File: config.mk
export PLATFORM = sky130hd
export DESIGN_NAME = lrtp_cordic
export DESIGN_NICKNAME = d
export VERILOG_FILES = /design/src/hw/rtl/lrtp_pkg.sv /design/src/hw/rtl/lrtp_cordic.sv
export SDC_FILE = /design/constraint.sdc
export NUM_CORES = 2
export LEC_CHECK = 0
export BUFFER_PORTS_ARGS = -buffer_cell sky130_fd_sc_hd__buf_2
export CAP_MARGIN = 20
export CORE_ASPECT_RATIO = 1.1
export CORE_MARGIN = 2
export CORE_UTILIZATION = 50
export DETAILED_ROUTE_END_ITERATION = 6
export PLACE_DENSITY = 0.78
export SETUP_SLACK_MARGIN = 0.1
export SYNTH_ARGS = -nofsm -noshare
export SYNTH_HDL_FRONTEND = slang
export SYNTH_SLANG_ARGS = --single-unit
File: constraint.sdc
create_clock -name clk -period 6.7 [get_ports clk]
set_input_delay 1.005 -clock clk [delete_from_list [all_inputs] [get_ports clk]]
set_output_delay 1.005 -clock clk [all_outputs]
set_load 0.01 [all_outputs]
File: src/hw/rtl/lrtp_pkg.sv
// Shared constants, tables and types for the laser range tilt projection unit.
package lrtp_pkg;

  localparam int IDX_W   = 12;
  localparam int MM_W    = 16;
  localparam int START_W = 19;
  localparam int STEP_W  = 16;
  localparam int Q15_W   = 16;

  // Register indexes on the configuration port
  localparam logic [1:0] REG_ANGLE_START = 2'd0;
  localparam logic [1:0] REG_ANGLE_STEP  = 2'd1;
  localparam logic [1:0] REG_COS_PITCH   = 2'd2;
  localparam logic [1:0] REG_COS_ROLL    = 2'd3;

  localparam int HALF_PI_Q16 = 102944;
  localparam int FULL_Q16    = 4 * HALF_PI_Q16;
  // HALF_PI_Q16 = 2^5 * HALF_ODD; divide by HALF_ODD through a reciprocal
  localparam int HALF_SHIFT  = 5;
  localparam int HALF_ODD    = HALF_PI_Q16 / 32;
  localparam int RECIP_SHIFT = 38;
  localparam logic [26:0] RECIP = 27'd85445418;

  localparam int U_W  = 29;
  localparam int U5_W = U_W - HALF_SHIFT;
  localparam int QH_W = 13;
  localparam int Z_W  = 17;

  localparam int CORDIC_ITERS = 16;
  localparam int XY_W = 33;
  localparam int CZ_W = 20;
  localparam logic signed [XY_W-1:0] CORDIC_K_Q30 = 33'sd652032874;
  localparam logic [15:0] ATAN_Q16 [CORDIC_ITERS] = '{
    16'd51472, 16'd30385, 16'd16055, 16'd8150, 16'd4091, 16'd2047, 16'd1024, 16'd512,
    16'd256, 16'd128, 16'd64, 16'd32, 16'd16, 16'd8, 16'd4, 16'd2
  };

  localparam logic [Q15_W-1:0] ONE_Q15 = 16'd32768;

  localparam int SQ_W   = 31;
  localparam int F2_W   = 62;
  localparam int F_W    = 31;
  localparam int SQRT_ITERS = 31;
  localparam logic [F2_W-1:0] F2_LIM = 62'd1 << 60;

  typedef struct packed {
    logic [MM_W-1:0] range_mm;
    logic [MM_W-1:0] intensity;
  } side_t;

endpackage

File: src/hw/rtl/lrtp_cordic.sv
// Pipelined rotation-mode CORDIC, one iteration per stage.
module lrtp_cordic (
  input  logic                                clk,
  input  logic                                rst,
  input  logic                                en,
  input  logic                                valid_in,
  input  lrtp_pkg::side_t                     side_in,
  input  logic [1:0]                          quad_in,
  input  logic [lrtp_pkg::Z_W-1:0]            z_in,
  output logic                                valid_out,
  output lrtp_pkg::side_t                     side_out,
  output logic [1:0]                          quad_out,
  output logic signed [lrtp_pkg::XY_W-1:0]    x_out,
  output logic signed [lrtp_pkg::XY_W-1:0]    y_out
);

  localparam int N = lrtp_pkg::CORDIC_ITERS;

  logic                              v_r [N];
  lrtp_pkg::side_t                   s_r [N];
  logic [1:0]                        q_r [N];
  logic signed [lrtp_pkg::XY_W-1:0]  x_r [N];
  logic signed [lrtp_pkg::XY_W-1:0]  y_r [N];
  logic signed [lrtp_pkg::CZ_W-1:0]  z_r [N];

  for (genvar i = 0; i < N; i++) begin : g_iter
    logic                              vi;
    lrtp_pkg::side_t                   si;
    logic [1:0]                        qi;
    logic signed [lrtp_pkg::XY_W-1:0]  xi, yi;
    logic signed [lrtp_pkg::CZ_W-1:0]  zi;

    if (i == 0) begin : g_first
      assign vi = valid_in;
      assign si = side_in;
      assign qi = quad_in;
      assign xi = lrtp_pkg::CORDIC_K_Q30;
      assign yi = '0;
      assign zi = $signed({{(lrtp_pkg::CZ_W-lrtp_pkg::Z_W){1'b0}}, z_in});
    end else begin : g_next
      assign vi = v_r[i-1];
      assign si = s_r[i-1];
      assign qi = q_r[i-1];
      assign xi = x_r[i-1];
      assign yi = y_r[i-1];
      assign zi = z_r[i-1];
    end

    always_ff @(posedge clk) begin
      if (rst) begin
        v_r[i] <= 1'b0;
      end else if (en) begin
        v_r[i] <= vi;
      end
    end

    always_ff @(posedge clk) begin
      if (en) begin
        s_r[i] <= si;
        q_r[i] <= qi;
        if (!zi[lrtp_pkg::CZ_W-1]) begin
          x_r[i] <= xi - (yi >>> i);
          y_r[i] <= yi + (xi >>> i);
          z_r[i] <= zi - $signed(lrtp_pkg::CZ_W'(lrtp_pkg::ATAN_Q16[i]));
        end else begin
          x_r[i] <= xi + (yi >>> i);
          y_r[i] <= yi - (xi >>> i);
          z_r[i] <= zi + $signed(lrtp_pkg::CZ_W'(lrtp_pkg::ATAN_Q16[i]));
        end
      end
    end
  end

  assign valid_out = v_r[N-1];
  assign side_out  = s_r[N-1];
  assign quad_out  = q_r[N-1];
  assign x_out     = x_r[N-1];
  assign y_out     = y_r[N-1];

endmodule

==> load_flow_metrics.sql <==
INSERT INTO impl_metrics (metric_group, metric, value, unit) VALUES
('floorplanning', 'row_count', '184', ''),
('finish', 'register_area', '52400', 'µm²'),
('sta', 'number_of_failing_hold_endpoints_at_the_final_stage', '0', ''),
('routing', 'drt-initial-drc-count', '6803', ''),
('logic_synthesis', 'yosys.cell_count.top_type', 'sky130_fd_sc_hd__edfxtp_1', ''),
('routing', 'num_vias', '83100', ''),
('cts', 'clk_sink_count', '1745', ''),
('worst_setup_path', 'worst-path-buf-inv', '0', ''),
('logic_synthesis', 'synth_simple_gate_area_share', '10.4', '%'),
('logic_synthesis', 'synthMuxAreaShare', '0.760', '%'),
('sta', 'fmax', '180', 'MHz'),
('worst_setup_path', 'worst_r2r_endpoint', 'y_r[4][32]', ''),
('floorplanning', 'start_util', '50.4', '%'),
('floorplanning', 'fp.dieH', '508', 'µm'),
('logic_synthesis', 'post_synth_inst_count', '10700', ''),
('worst_setup_path', 'cp_launch_type', 'flip-flop', ''),
('worst_setup_path', 'setup.worst_path.end_class', 'flip-flop', ''),
('worst_setup_path', 'timing.critical_path.fanout_max', '6', ''),
('logic_synthesis', 'synth_warnings', '0', ''),
('cts', 'cts_hold_repair.buffers', '0', ''),
('worst_setup_path', 'setup.worst_path.class', 'reg2reg', ''),
('floorplanning', 'design.die.area', '235000', 'µm²'),
('routing', 'routed_wirelength_normalized_by_instance_count', '19.8', 'µm'),
('hold_path', 'min_delay_path_depth', '1', ''),
('logic_synthesis', 'syn_area', '115000', 'µm²'),
('cts', 'cts.reportedPaths.clkPinSlew', '0.07', 'ns'),
('floorplanning', 'ioPinCount', '156', ''),
('flow_run', 'cap_violations', '0', ''),
('cts', 'clk_root_buffer_cell', 'sky130_fd_sc_hd__clkbuf_16', ''),
('placement', 'finalWeightedCongestion', '0.958', ''),
('cts', 'cts_tree', 'yes', ''),
('grt', 'pin_count_of_the_biggest_net_entering_global_routing', '190', ''),
('logic_synthesis', 'synth_xor_area_share', '11.8', '%'),
('logic_synthesis', 'share_of_the_yosys_chip_area_belonging_to_registers', '45.4', '%'),
('status', 'result_of_the_run', 'finished with violations', ''),
('worst_setup_path', 'critical-path-slowest-cell', 'sky130_fd_sc_hd__nor4_1', ''),
('worst_setup_path', 'worstPathCellList', 'nor4_1 > nand2_1 > or2_2 > nand2b_1 > nor4_1 > nor2_1 > xnor2_1 > ha_1 > a21oi_1 > o21ai_0 > a21o_1 > a21oi_1 > nor3b_1 > a211oi_1 > a211o_1 > a2111o_1 > a31oi_1 > o21bai_1 > xnor2_1', ''),
('grt', 'grt_pass1_wl', '439', 'mm'),
('cts', 'post_cts.repair.setup_buffers', '0', ''),
('routing', 'detail_route.drc_violations', '2', ''),
('routing', 'detail_route.first_pass.iterations', '7', ''),
('sta', 'grt_setup_unrepaired', 'false', ''),
('grt', 'grt_use_total', '23.3', '%'),
('sta', 'setup_tns', '0', 'ns'),
('status', 'failed_checks', 'DRC', ''),
('worst_setup_path', 'worst_r2r_path_depth', '19', ''),
('logic_synthesis', 'synth-compound-area-share', '17.0', '%'),
('finish', 'area.growth.synth_to_final', '9.32', '%'),
('hold_path', 'hold-path-endpoint', 's_r[0][10]', ''),
('logic_synthesis', 'synth_area_leaders', 'sky130_fd_sc_hd__edfxtp_1, sky130_fd_sc_hd__ha_1, sky130_fd_sc_hd__xnor2_1, sky130_fd_sc_hd__a21oi_1, sky130_fd_sc_hd__xor2_1', ''),
('routing', 'wirelength', '279', 'mm'),
('logic_synthesis', 'synthFlopType', 'sky130_fd_sc_hd__edfxtp_1', ''),
('finish', 'multiInputGateArea', '60700', 'µm²'),
('worst_setup_path', 'cp.arrival', '6.17', 'ns'),
('cts', 'htree_levels', '4', ''),
('hold_path', 'worst_hold_startpoint', 'side_in[10]', ''),
('sta', 'timing.max_slew.rel_slack', '23.4', '%'),
('grt', 'via_count_of_the_first_global_routing_pass', '80900', ''),
('grt', 'antenna_found_initial', '2', ''),
('worst_setup_path', 'critical_path.top_delay_family', 'simple AND/OR/NAND/NOR gates', ''),
('logic_synthesis', 'synth_fa_ha_area_share', '12.6', '%'),
('grt', 'grt_overflow_total', '0', ''),
('logic_synthesis', 'postSynthAreaPerCell', '10.8', 'µm²'),
('finish', 'layout.filler_cells', '19100', ''),
('worst_setup_path', 'setup_slack_of_the_most_critical_reg_to_reg_path', '1.13', 'ns'),
('logic_synthesis', 'postSynthRegisterBits', '1745', ''),
('sta', 'finalMaxSlewViolations', '0', ''),
('placement', 'portBuffers', '155', ''),
('sta', 'final.setup_skew', '0.0755', 'ns'),
('worst_setup_path', 'slowest_delay', '0.63', 'ns'),
('finish', 'fin_nets', '12100', '');
==> cell usage in the layout (no fill, tap or decap), drive strengths merged, types with 85 or more instances in the layout <==
master  netlist  routed
nor2b       164     164
clkbuf      187     203
o31ai       133     133
nand3       144     144
a31oi        99      99
nand2       539     539
xnor2       936     936
and3         99      99
nor4         89      89
buf          25     234
xor2        610     610
o21a        118     118
nand2b      158     158
a21o        507     507
edfxtp     1745    1745
nor3        210     210
a21oi      1069    1069
o21ai       549     549
ha         1103    1103
clkinv        5      99
nor2        672     672
a211oi       85      85
o21bai      168     168
inv         410     418
==> area by class of cell <==
cell class	count	area share [%]
flip-flops and latches	1745	41.5
repair buffers	236	1.15
inverters	415	1.23
clock inverters	133	1.27
diodes	6	0.0119
well taps	3069	3.04
clock buffers	202	3.69
multi-input cells	8314	48.1
==> registers in the layout, summed over array words and instances (netlist names) <==
signal	count
y_r	463
v_r	16
s_r	512
z_r	261
q_r	32
x_r	461
==> worst register-to-register path, cell delays in order (launching register included) <==
cell and delay [ns]:
sky130_fd_sc_hd__edfxtp_1 0.48, sky130_fd_sc_hd__nor4_1 0.58, sky130_fd_sc_hd__nand2_1 0.12, sky130_fd_sc_hd__or2_2 0.32
sky130_fd_sc_hd__nand2b_1 0.18, sky130_fd_sc_hd__nor4_1 0.63, sky130_fd_sc_hd__nor2_1 0.12, sky130_fd_sc_hd__xnor2_1 0.16
sky130_fd_sc_hd__ha_1 0.37, sky130_fd_sc_hd__a21oi_1 0.19, sky130_fd_sc_hd__o21ai_0 0.10, sky130_fd_sc_hd__a21o_1 0.18
sky130_fd_sc_hd__a21oi_1 0.22, sky130_fd_sc_hd__nor3b_1 0.30, sky130_fd_sc_hd__a211oi_1 0.19, sky130_fd_sc_hd__a211o_1 0.36
sky130_fd_sc_hd__a2111o_1 0.44, sky130_fd_sc_hd__a31oi_1 0.19, sky130_fd_sc_hd__o21bai_1 0.10, sky130_fd_sc_hd__xnor2_1 0.13
==> per-stage QoR <==
step	cell area, µm²	std cells	util (%)	setup WS [ns]
floorplan	115000	10700	-	0.903
global placement	120000	13800	52.3	0.976
detailed placement	120000	13800	52.3	0.845
CTS	126000	14100	55.1	1.22
global route	126000	14100	55.1	0.668
finish	126000	14100	55.1	1.13
==> metal layers <==
| layer | vias up | GRT usage (%) | share of wire (%) | routed length (µm) |
|---|---|---|---|---|
| li1 | 40300 | - | - | - |
| met4 | 0 | 8.51 | 3.6 | 10100 |
| met2 | 2369 | 41.3 | 50 | 140000 |
| met5 | - | 0 | 0 | 0 |
| met1 | 39800 | 29.1 | 42 | 116000 |
| met3 | 561 | 2.50 | 4.6 | 12700 |
==> how the worst max path moves through the flow <==
stage	to	cells after the start	slack (ns)	startpoint
5_1_grt	y_r[4][32]	19	0.67	x_r[0][239]
4_1_cts	y_r[4][32]	19	1.22	x_r[0][239]
6_report	y_r[4][32]	19	1.13	x_r[0][239]
3_5_place_dp	z_r[0][59]	16	0.84	en
2_1_floorplan	x_r[1][190]	18	0.90	en
3_3_place_gp	x_r[1][164]	18	0.98	en
==> cells by family after synthesis <==
family / count (synthesis)
compound gates: 3103
simple gates: 2440
flops: 1745
xor+xnor: 1547
fa+ha+maj: 1141
buf+inv: 627
mux: 83
Power is left out: the tool's default activity adds up to more than one toggle a clock period on the data nets, which glitch-free logic cannot reach.
