File: config.mk
export PLATFORM = sky130hd
export DESIGN_NAME = lrtp_angle
export DESIGN_NICKNAME = d
export VERILOG_FILES = /design/src/hw/rtl/lrtp_pkg.sv /design/src/hw/rtl/lrtp_angle.sv
export SDC_FILE = /design/constraint.sdc
export NUM_CORES = 1
export LEC_CHECK = 0
export BUFFER_PORTS_ARGS = -buffer_cell sky130_fd_sc_hd__buf_2
export CAP_MARGIN = 20
export CORE_ASPECT_RATIO = 0.7
export CORE_MARGIN = 1.5
export CORE_UTILIZATION = 50
export CTS_BUF_LIST = sky130_fd_sc_hd__clkbuf_4
export CTS_CLUSTER_DIAMETER = 30
export DETAILED_ROUTE_END_ITERATION = 10
export MAX_ROUTING_LAYER = met4
export PLACE_DENSITY = 0.7
export SLEW_MARGIN = 20
export SYNTH_ARGS = -nofsm -noshare
export SYNTH_HDL_FRONTEND = slang
export SYNTH_SLANG_ARGS = --single-unit
File: constraint.sdc
create_clock -name clk -period 5.6 [get_ports clk]
set_clock_uncertainty 0.05 [all_clocks]
set_input_delay 0.84 -clock clk [delete_from_list [all_inputs] [get_ports clk]]
set_output_delay 0.84 -clock clk [all_outputs]
set_load 0.01 [all_outputs]
File: src/hw/rtl/lrtp_pkg.sv
// Shared constants, tables and types for the laser range tilt projection unit.
package lrtp_pkg;

  localparam int IDX_W   = 12;
  localparam int MM_W    = 16;
  localparam int START_W = 19;
  localparam int STEP_W  = 16;
  localparam int Q15_W   = 16;

  // Register indexes on the configuration port
  localparam logic [1:0] REG_ANGLE_START = 2'd0;
  localparam logic [1:0] REG_ANGLE_STEP  = 2'd1;
  localparam logic [1:0] REG_COS_PITCH   = 2'd2;
  localparam logic [1:0] REG_COS_ROLL    = 2'd3;

  localparam int HALF_PI_Q16 = 102944;
  localparam int FULL_Q16    = 4 * HALF_PI_Q16;
  // HALF_PI_Q16 = 2^5 * HALF_ODD; divide by HALF_ODD through a reciprocal
  localparam int HALF_SHIFT  = 5;
  localparam int HALF_ODD    = HALF_PI_Q16 / 32;
  localparam int RECIP_SHIFT = 38;
  localparam logic [26:0] RECIP = 27'd85445418;

  localparam int U_W  = 29;
  localparam int U5_W = U_W - HALF_SHIFT;
  localparam int QH_W = 13;
  localparam int Z_W  = 17;

  localparam int CORDIC_ITERS = 16;
  localparam int XY_W = 33;
  localparam int CZ_W = 20;
  localparam logic signed [XY_W-1:0] CORDIC_K_Q30 = 33'sd652032874;
  localparam logic [15:0] ATAN_Q16 [CORDIC_ITERS] = '{
    16'd51472, 16'd30385, 16'd16055, 16'd8150, 16'd4091, 16'd2047, 16'd1024, 16'd512,
    16'd256, 16'd128, 16'd64, 16'd32, 16'd16, 16'd8, 16'd4, 16'd2
  };

  localparam logic [Q15_W-1:0] ONE_Q15 = 16'd32768;

  localparam int SQ_W   = 31;
  localparam int F2_W   = 62;
  localparam int F_W    = 31;
  localparam int SQRT_ITERS = 31;
  localparam logic [F2_W-1:0] F2_LIM = 62'd1 << 60;

  typedef struct packed {
    logic [MM_W-1:0] range_mm;
    logic [MM_W-1:0] intensity;
  } side_t;

endpackage

File: src/hw/rtl/lrtp_angle.sv
// Beam angle generation and reduction to quadrant and remainder.
module lrtp_angle (
  input  logic                             clk,
  input  logic                             rst,
  input  logic                             en,
  input  logic                             valid_in,
  input  lrtp_pkg::side_t                  side_in,
  input  logic [lrtp_pkg::IDX_W-1:0]       beam_index,
  input  logic [lrtp_pkg::START_W-1:0]     angle_start,
  input  logic [lrtp_pkg::STEP_W-1:0]      angle_step,
  output logic                             valid_out,
  output lrtp_pkg::side_t                  side_out,
  output logic [1:0]                       quadrant,
  output logic [lrtp_pkg::Z_W-1:0]         z_out
);

  localparam int P_W = lrtp_pkg::IDX_W + lrtp_pkg::STEP_W;

  logic [2:0]                  vld;
  lrtp_pkg::side_t             side1, side2, side3;
  logic [P_W-1:0]              prod;
  logic [lrtp_pkg::U_W-1:0]    u;
  logic [29:0]                 sum;
  logic [lrtp_pkg::U5_W-1:0]   u5, u5_q;
  logic [4:0]                  ulow_q;
  logic [50:0]                 qmul;
  logic [lrtp_pkg::QH_W-1:0]   qh;
  logic [lrtp_pkg::U5_W-1:0]   r5;

  // Offset by one full turn keeps the sum non-negative without moving the quadrant
  assign sum = {{(30-lrtp_pkg::START_W){angle_start[lrtp_pkg::START_W-1]}}, angle_start}
             + {{(30-P_W){1'b0}}, prod} + 30'(lrtp_pkg::FULL_Q16);
  assign u5   = u[lrtp_pkg::U_W-1:lrtp_pkg::HALF_SHIFT];
  assign qmul = 51'(u5) * 51'(lrtp_pkg::RECIP);
  assign r5   = u5_q - lrtp_pkg::U5_W'(qh) * lrtp_pkg::U5_W'(lrtp_pkg::HALF_ODD);

  always_ff @(posedge clk) begin
    if (rst) begin
      vld       <= '0;
      valid_out <= 1'b0;
    end else if (en) begin
      vld       <= {vld[1:0], valid_in};
      valid_out <= vld[2];
    end
  end

  always_ff @(posedge clk) begin
    if (en) begin
      prod     <= P_W'(beam_index) * P_W'(angle_step);
      side1    <= side_in;
      u        <= sum[lrtp_pkg::U_W-1:0];
      side2    <= side1;
      qh       <= qmul[lrtp_pkg::RECIP_SHIFT +: lrtp_pkg::QH_W];
      u5_q     <= u5;
      ulow_q   <= u[4:0];
      side3    <= side2;
      quadrant <= qh[1:0];
      z_out    <= {r5[lrtp_pkg::Z_W-lrtp_pkg::HALF_SHIFT-1:0], ulow_q};
      side_out <= side3;
    end
  end

endmodule

==> impl_summary.md, run 1 <==
Setup path
The maximum fanout along the worst path is 4. The total buffers and inverters traversed by the critical path is 2. The register-to-register setup slack is -360 ps. For the worst flop-to-flop path, the logic depth is 16.

For the worst setup path, the data required time is just over 6000 ps. The end of the worst register-to-register path is qh[2]. In this design, the critical path's most frequently occurring cell is sky130_fd_sc_hd__fa_1. The cell with the largest stage delay on the worst path is sky130_fd_sc_hd__fa_1. The kind of cell with the highest combined delay along the critical path is adder cells.

The signal on the critical path passes through buf_6, fa_1, ha_1, fa_1, fa_1, fa_1, fa_1, fa_1, ha_1, nand2_1, or3_1, o32a_1, nand2b_4, o21a_1, buf_4, xnor2_1. STA classifies the critical path startpoint as a flip-flop. The endpoint class of the critical path is a flip-flop. The worst register-to-register path begins at u[22]. For the worst setup path, the data arrival time is ~6400 ps. The most critical setup path has its startpoint at u[22]. The category of the most critical setup path is flip-flop to flip-flop. In this design, the stage delay of the slowest critical-path cell is roughly 540 ps.

Synthesis
A synthesized cell averages 11.48 sq um. The Yosys step of the flow raised 0 warnings. In the synthesized netlist the dominant register cell turns out to be sky130_fd_sc_hd__edfxtp_1. Sequential cells were found to cover between 20% and 30% of the synthesized design area. The post-synth net total is about 3.1k.

In this run, synthesis inferred 233 flip-flops with an integrated enable. Counting every instance in the synthesized netlist gives around 2.2k. The number of storage elements in the synthesis netlist is 237. The summed instance area of the synthesized netlist is 25570 sq um. Synthesis instantiated 59 different standard cells from the library. The share of flip-flops with an asynchronous set or reset after synthesis is 0%.

GRT
The remaining global-route overflow is 0. The global-route wire length before repair is 90050 um. The maximum number of pins on one net before global-route repair is 120.

The initial antenna violation count is 1. In the global route stage, overall resource usage came out at 22.76%. The number of global-route vias before repair is 17.99k.

STA
The worst path in the final design needs a cycle of 5963 ps, including I/O delays and setup. The count of endpoints failing setup in the final report is 12. The relative slew slack is 33.80%.

The number of hold-slack violations in the final timing report came to 0. In the post-route analysis, the smallest setup slack over all paths is -363.1 ps. The tightest hold path in the finished design has a slack of 212.8 ps. Setup repair after global routing could not meet its margin everywhere. The max-slew violation count is 0. The final critical path takes up 106.5% of the cycle. The transition at the pin with the smallest max-transition slack is 993.0 ps.

Derived from the worst setup path, the maximum achievable clock frequency is 167.7 MHz.

Placement
Input and output buffers added on the ports amount to between 100 and 150. The number of cells in the design after placement is ~3.2k. The sum of net half-perimeters after detailed placement is 47260 um. The final weighted congestion in routability-driven placement is 0.9484.

Hold path
The path class of the tightest hold or removal check is primary input to flip-flop. The worst hold path stage count is 1. The launch instance of the worst min-delay path is side_in[26]. The end point of the most critical hold path is side1[26].

CTS
The H-tree was split into 3 levels. The clock tree from TritonCTS is built. The clock buffer count from CTS is 67. The clock-pin slew reported for the worst setup and hold paths after clock tree synthesis is ~70 ps.

For the worst-skew pair, the clock arrives at the later sink with an insertion delay of 760 ps. The maximum count of clock buffers along a single path is 3. The total of hold buffers inserted after clock tree synthesis is 0. In this run the clock root is driven by a sky130_fd_sc_hd__clkbuf_4.

The sink count of the clock tree is around 240.

Layout
The library cell used most frequently in the layout, excluding fill and tap cells, is sky130_fd_sc_hd__inv_1. The library cells used most frequently in the layout, excluding fill and tap cells, are sky130_fd_sc_hd__inv_1, sky130_fd_sc_hd__ha_1, sky130_fd_sc_hd__fa_1. The final layout net count is ~3.5k. The count of placed standard cells in the final layout, fillers left out is around 3.3k.

The area growth from synthesis to layout is 17.54%. The share of final-layout standard cells stronger than drive strength 1 is between 20% and 30%.

Detailed routing
After detailed routing, the number of remaining DRC violations is 0. The initial DRC count is 689. After detailed routing, the number of vias per cell comes to 4.958.

For this run, the detailed router's first-pass iteration total came to 5. Summed over all layers, the routed wires come to roughly 55000 um. Dividing the detail-routed wire length by the instance count gives 16.58 um. In this run the remaining antenna-violating nets after routing total 0. The detailed-route via count is 16.59k.

Job
The count of max-cap constraint violations is 0.

Die
From left edge to right edge, the die measures 273.3 um. The number of top-level pins is 135. The count of standard-cell rows is a little under 70.

The area enclosed by the die boundary is 52530 sq um. The vertical extent of the die is 192.2 um. The core area is approximately 51000 sq um. For this configuration, the core starts out at a cell density of about half.

Outcome
The final reports fail on negative setup slack. The run finished, with violations left.
## logic make-up after synthesis
family                     share of synthesized area [%]
adders and majority gates                          49.18
buffers and inverters                              8.435
and+or+nand+nor                                    6.331
DFF                                                27.67
AOI/OAI and AO/OA                                  5.309
xor gates and xnor gates                           2.911
muxes                                             0.1566
## flip-flops by register name, indices dropped and copies added, names as in the netlist
| signal | count |
|---|---|
| side1 | 32 |
| side2 | 32 |
| side3 | 32 |
| side_out | 32 |
| u | 29 |
| prod | 28 |
| z_out | 17 |
| qh | 12 |
| u5_q | 12 |
| ulow_q | 5 |
| vld | 3 |
| quadrant | 2 |
| valid_out | 1 |
## cell usage after synthesis, drive strengths merged, types with 8 or more instances
cell type	instances	share of area, %
clkbuf	29	0.43
nor3	11	0.22
a21o	37	1.1
ha	410	20
a21oi	60	1.2
nor2	42	0.62
and2	65	1.6
xnor2	60	2.1
nand2	169	2.5
nand3	13	0.25
o21ai	35	0.71
nand2b	8	0.20
xor2	25	0.86
nand4	10	0.24
and3	10	0.24
a211oi	10	0.33
fa	372	29
edfxtp	233	27
inv	543	8.0
o21bai	9	0.26
o21a	8	0.23
## per-stage QoR
step,cell area (sq um),setup TNS (ps),worst slack [ps],utilization [%]
after floorplan,25740,-2262,-324.6,-
after global placement,28760,-5799,-435.2,56.84
final,30060,-3061,-363.1,59.41
after CTS,29870,-2692,-333.6,59.05
after global routing,30060,-5111,-489.9,59.41
after detailed placement,28760,-7725,-623.6,56.84
## what timing repair did
action / CTS / global route
cloned: 0 / 0
setup endpoints to repair: 12 / 12
pin swaps: 29 / 32
setup buffers: 8 / 4
resized for setup: 41 / 28
## per-layer routing
metal | GRT usage, % | vias to the layer above | routed length [um]
met2 | 36.22 | 342 | 25820
met4 | 7.097 | 0 | 1357
met3 | 3.863 | 83 | 2407
met1 | 29.91 | 8177 | 25890
met5 | - | - | 0
li1 | - | 7984 | -
## final cells by class
type                       count  area [sq um]
antenna                        1         2.502
clock buffer                  86         645.6
clock inverter                31         242.7
fill                        4191         20530
inverter                     543          2038
multi-input combinational   1416         16790
sequential                   237          7077
tap                          674         843.3
timing repair buffer         357          2420
## worst max-delay path by stage
stage              to  slack [ps]  cells after the start
6_report        qh[2]        -360                     16
5_1_grt         qh[5]        -490                     19
4_1_cts         qh[2]        -330                     20
3_5_place_dp   qh[11]        -620                     20
3_3_place_gp   qh[10]        -440                     20
2_1_floorplan   qh[6]        -320                     18
Power of run 1 is left out: the tool's default activity adds up to more than one toggle a clock period on the data nets, which glitch-free logic cannot reach.
==> inputs of run 2 (changes only) <==
--- a/config.mk
+++ b/config.mk
@@ -13,8 +13,10 @@
 export CTS_BUF_LIST = sky130_fd_sc_hd__clkbuf_4
 export CTS_CLUSTER_DIAMETER = 30
 export DETAILED_ROUTE_END_ITERATION = 10
+export HOLD_SLACK_MARGIN = 0.02
 export MAX_ROUTING_LAYER = met4
 export PLACE_DENSITY = 0.7
+export RECOVER_POWER = 50
 export SLEW_MARGIN = 20
 export SYNTH_ARGS = -nofsm -noshare
 export SYNTH_HDL_FRONTEND = slang
==> impl_summary.md, run 2 (synthesis results as in run 1) <==
Outcome
The checks that failed: max-capacitance violations, max-slew violations, negative setup slack. The flow ran to the end, but the final reports show violations.

Layout
Leaving out fill and tap cells, the most frequent cells in the layout are sky130_fd_sc_hd__inv_1, sky130_fd_sc_hd__ha_1, sky130_fd_sc_hd__fa_1. The area growth from synthesis to final layout came to 17.45% (about the same). The leading cell type in the layout, fill and taps excluded is sky130_fd_sc_hd__inv_1. The share of final-layout standard cells stronger than drive strength 1 is 20.67% (-0.22 points).

The final layout net count is 3487 (unchanged). The count of placed standard cells in the final layout, fillers left out is 3345 (unchanged).

Placement
The final weighted congestion in routability-driven placement is 0.9484 (unchanged). The sum of net half-perimeters after detailed placement is 47260 um (unchanged). The number of cells in the design after placement is 3215 (unchanged). The post-place setup slack was -623.6 ps (unchanged). The quantity of I/O buffers inserted on ports is 134 (unchanged).

CTS
The clock buffer count from CTS was 67 (unchanged). The clock-pin slew reported for the worst setup and hold paths after clock tree synthesis is 70 ps (about the same). The sink count of the clock tree is 237 (unchanged). The number of H-tree levels was 3 (unchanged). The later-pin clock latency in the skew report is 760 ps (about the same). The maximum count of clock buffers along a single path came to 3 (unchanged). The clock tree from TritonCTS is built. The cell sitting at the root of the clock tree is a sky130_fd_sc_hd__clkbuf_4.

Setup path
The data required time of the worst path is 6060 ps (about the same). The signal arrival time at the worst endpoint is 6420 ps (about the same). The maximum fanout along the worst path is 4 (unchanged). The category of the most critical setup path is flip-flop to flip-flop. STA classifies the critical path endpoint as a flip-flop. The depth of the most critical reg-to-reg path is 16 (unchanged). The worst setup path is launched from a flip-flop.

Detailed routing
The detailed-route via count is 16.57k (-0.11%). The remaining design rule violation count is 0 (unchanged). The initial DRC count is 679 (-1.5%). The detail-routed net length per standard cell is 16.58 um (about the same).

The number of optimization iterations in the first detailed-route pass is 7 (+2). The count of antenna-violating nets left after detailed routing is 0 (unchanged). The total length of routed wires is 55450 um (about the same).

The vias per cell is 4.953 (-0.11%).

Die
The count of standard-cell rows came to 69 (unchanged). The core area came to 50590 sq um (unchanged). The area enclosed by the die boundary is 52530 sq um (unchanged). The die width is 273.3 um (unchanged). The vertical extent of the die is 192.2 um (unchanged). The number of top-level pins is 135 (unchanged).

The initial core utilization is 50.55% (unchanged).

STA
The worst setup slack after layout is -360.6 ps (+2.476 ps). The worst hold-check slack is 213.6 ps (+0.8000 ps). The number of hold-slack violations in the final timing report came to 0 (unchanged). Setup repair after global routing could not meet its margin everywhere. The transition at the pin with the smallest max-transition slack is 3172 ps (+2179 ps). The maximum operating frequency came to 167.8 MHz (about the same).

The count of endpoints failing setup in the final report is 12 (unchanged). The max-slew violation count is 119 (+119). The final critical-path required period is 5961 ps (-2.476 ps).

The relative slew slack came to -111.5% (-150 points). The final clock period utilization by the worst path is 106.4% (about the same).

Hold path
The worst hold path stage count is 1 (unchanged). The min-delay analysis places its worst path in the category primary input to flip-flop.

GRT
The global-route wire length before repair was 90050 um (unchanged). The initial antenna violation count is 1 (unchanged). The maximum number of pins on one net before global-route repair was 120 (unchanged). The number of global-route vias before repair is 17.99k (unchanged). The global-route usage over all layers is 22.76% (unchanged).

The remaining global-route overflow was 0 (unchanged).

Job
The count of max-cap constraint violations was 1 (+1).
==> run 2: changes by cell type in the layout (fill, tap and decap cells not counted) <==
cell                       delta
sky130_fd_sc_hd__buf_8        -1
sky130_fd_sc_hd__buf_2        -4
sky130_fd_sc_hd__buf_4        -3
sky130_fd_sc_hd__clkbuf_4     +1
sky130_fd_sc_hd__clkbuf_2     +1
sky130_fd_sc_hd__clkbuf_1     +6
==> run 2: metrics by stage <==
step / instance area (sq um) / setup TNS [ps] / utilization (%)
floorplan: 25740 / -2262 / -
global placement: 28760 / -5799 / 56.84
detailed placement: 28760 / -7725 / 56.84
CTS: 29870 / -2692 / 59.05
global route: 30040 / -5111 / 59.37
finish: 30040 / -3069 / 59.37
==> run 2: per-layer routing <==
layer  share of wire [%]  global-route usage [%]  vias to the layer above  wire length [um]
met1                  47                   29.91                     8177             25920
met4                 2.4                   7.097                        0              1357
met2                  47                   36.22                      324             25810
met5                   0                       -                        -                 0
li1                    -                       -                     7984                 -
met3                 4.3                   3.863                       83              2364
==> run 2: cell type report <==
class                           instances  area, sq um
Fill cell                            4195        20560
Multi-Input combinational cell       1416        16790
Sequential cell                       237         7077
Timing Repair Buffer                  357         2397
Inverter                              543         2038
Tap cell                              674        843.3
Clock buffer                           86        645.6
Clock inverter                         31        242.7
Antenna cell                            1        2.502
==> run 2: path summary, 6_finish.rpt <==
check                            startpoint           end  slack (ps)
worst max register to register        u[22]         qh[2]        -360
worst min register to register    side3[16]  side_out[16]         350
worst min-delay path            side_in[26]     side1[26]         210
worst max-delay path                  u[22]         qh[2]        -360
==> run 2: repair_timing <==
item / 4_1_cts / 5_1_grt
endpoints found under the hold margin: 0 / 0
setup buffers: 8 / 4
setup endpoints to repair: 12 / 12
gates resized for setup: 41 / 28
hold buffers: 0 / 0
pin swaps: 29 / 32
==> run 2: critical path: stages, from the launching register on <==
cell	delay [ps]
sky130_fd_sc_hd__edfxtp_1	520
sky130_fd_sc_hd__buf_6	200
sky130_fd_sc_hd__fa_1	460
sky130_fd_sc_hd__ha_1	350
sky130_fd_sc_hd__fa_1	490
sky130_fd_sc_hd__fa_1	540
sky130_fd_sc_hd__fa_1	440
sky130_fd_sc_hd__fa_1	510
sky130_fd_sc_hd__fa_1	420
sky130_fd_sc_hd__ha_1	390
sky130_fd_sc_hd__nand2_1	90
sky130_fd_sc_hd__or3_1	300
sky130_fd_sc_hd__o32a_1	360
sky130_fd_sc_hd__nand2b_4	140
sky130_fd_sc_hd__o21a_1	200
sky130_fd_sc_hd__buf_4	140
sky130_fd_sc_hd__xnor2_1	120
Power of run 2 is left out for the same reason.
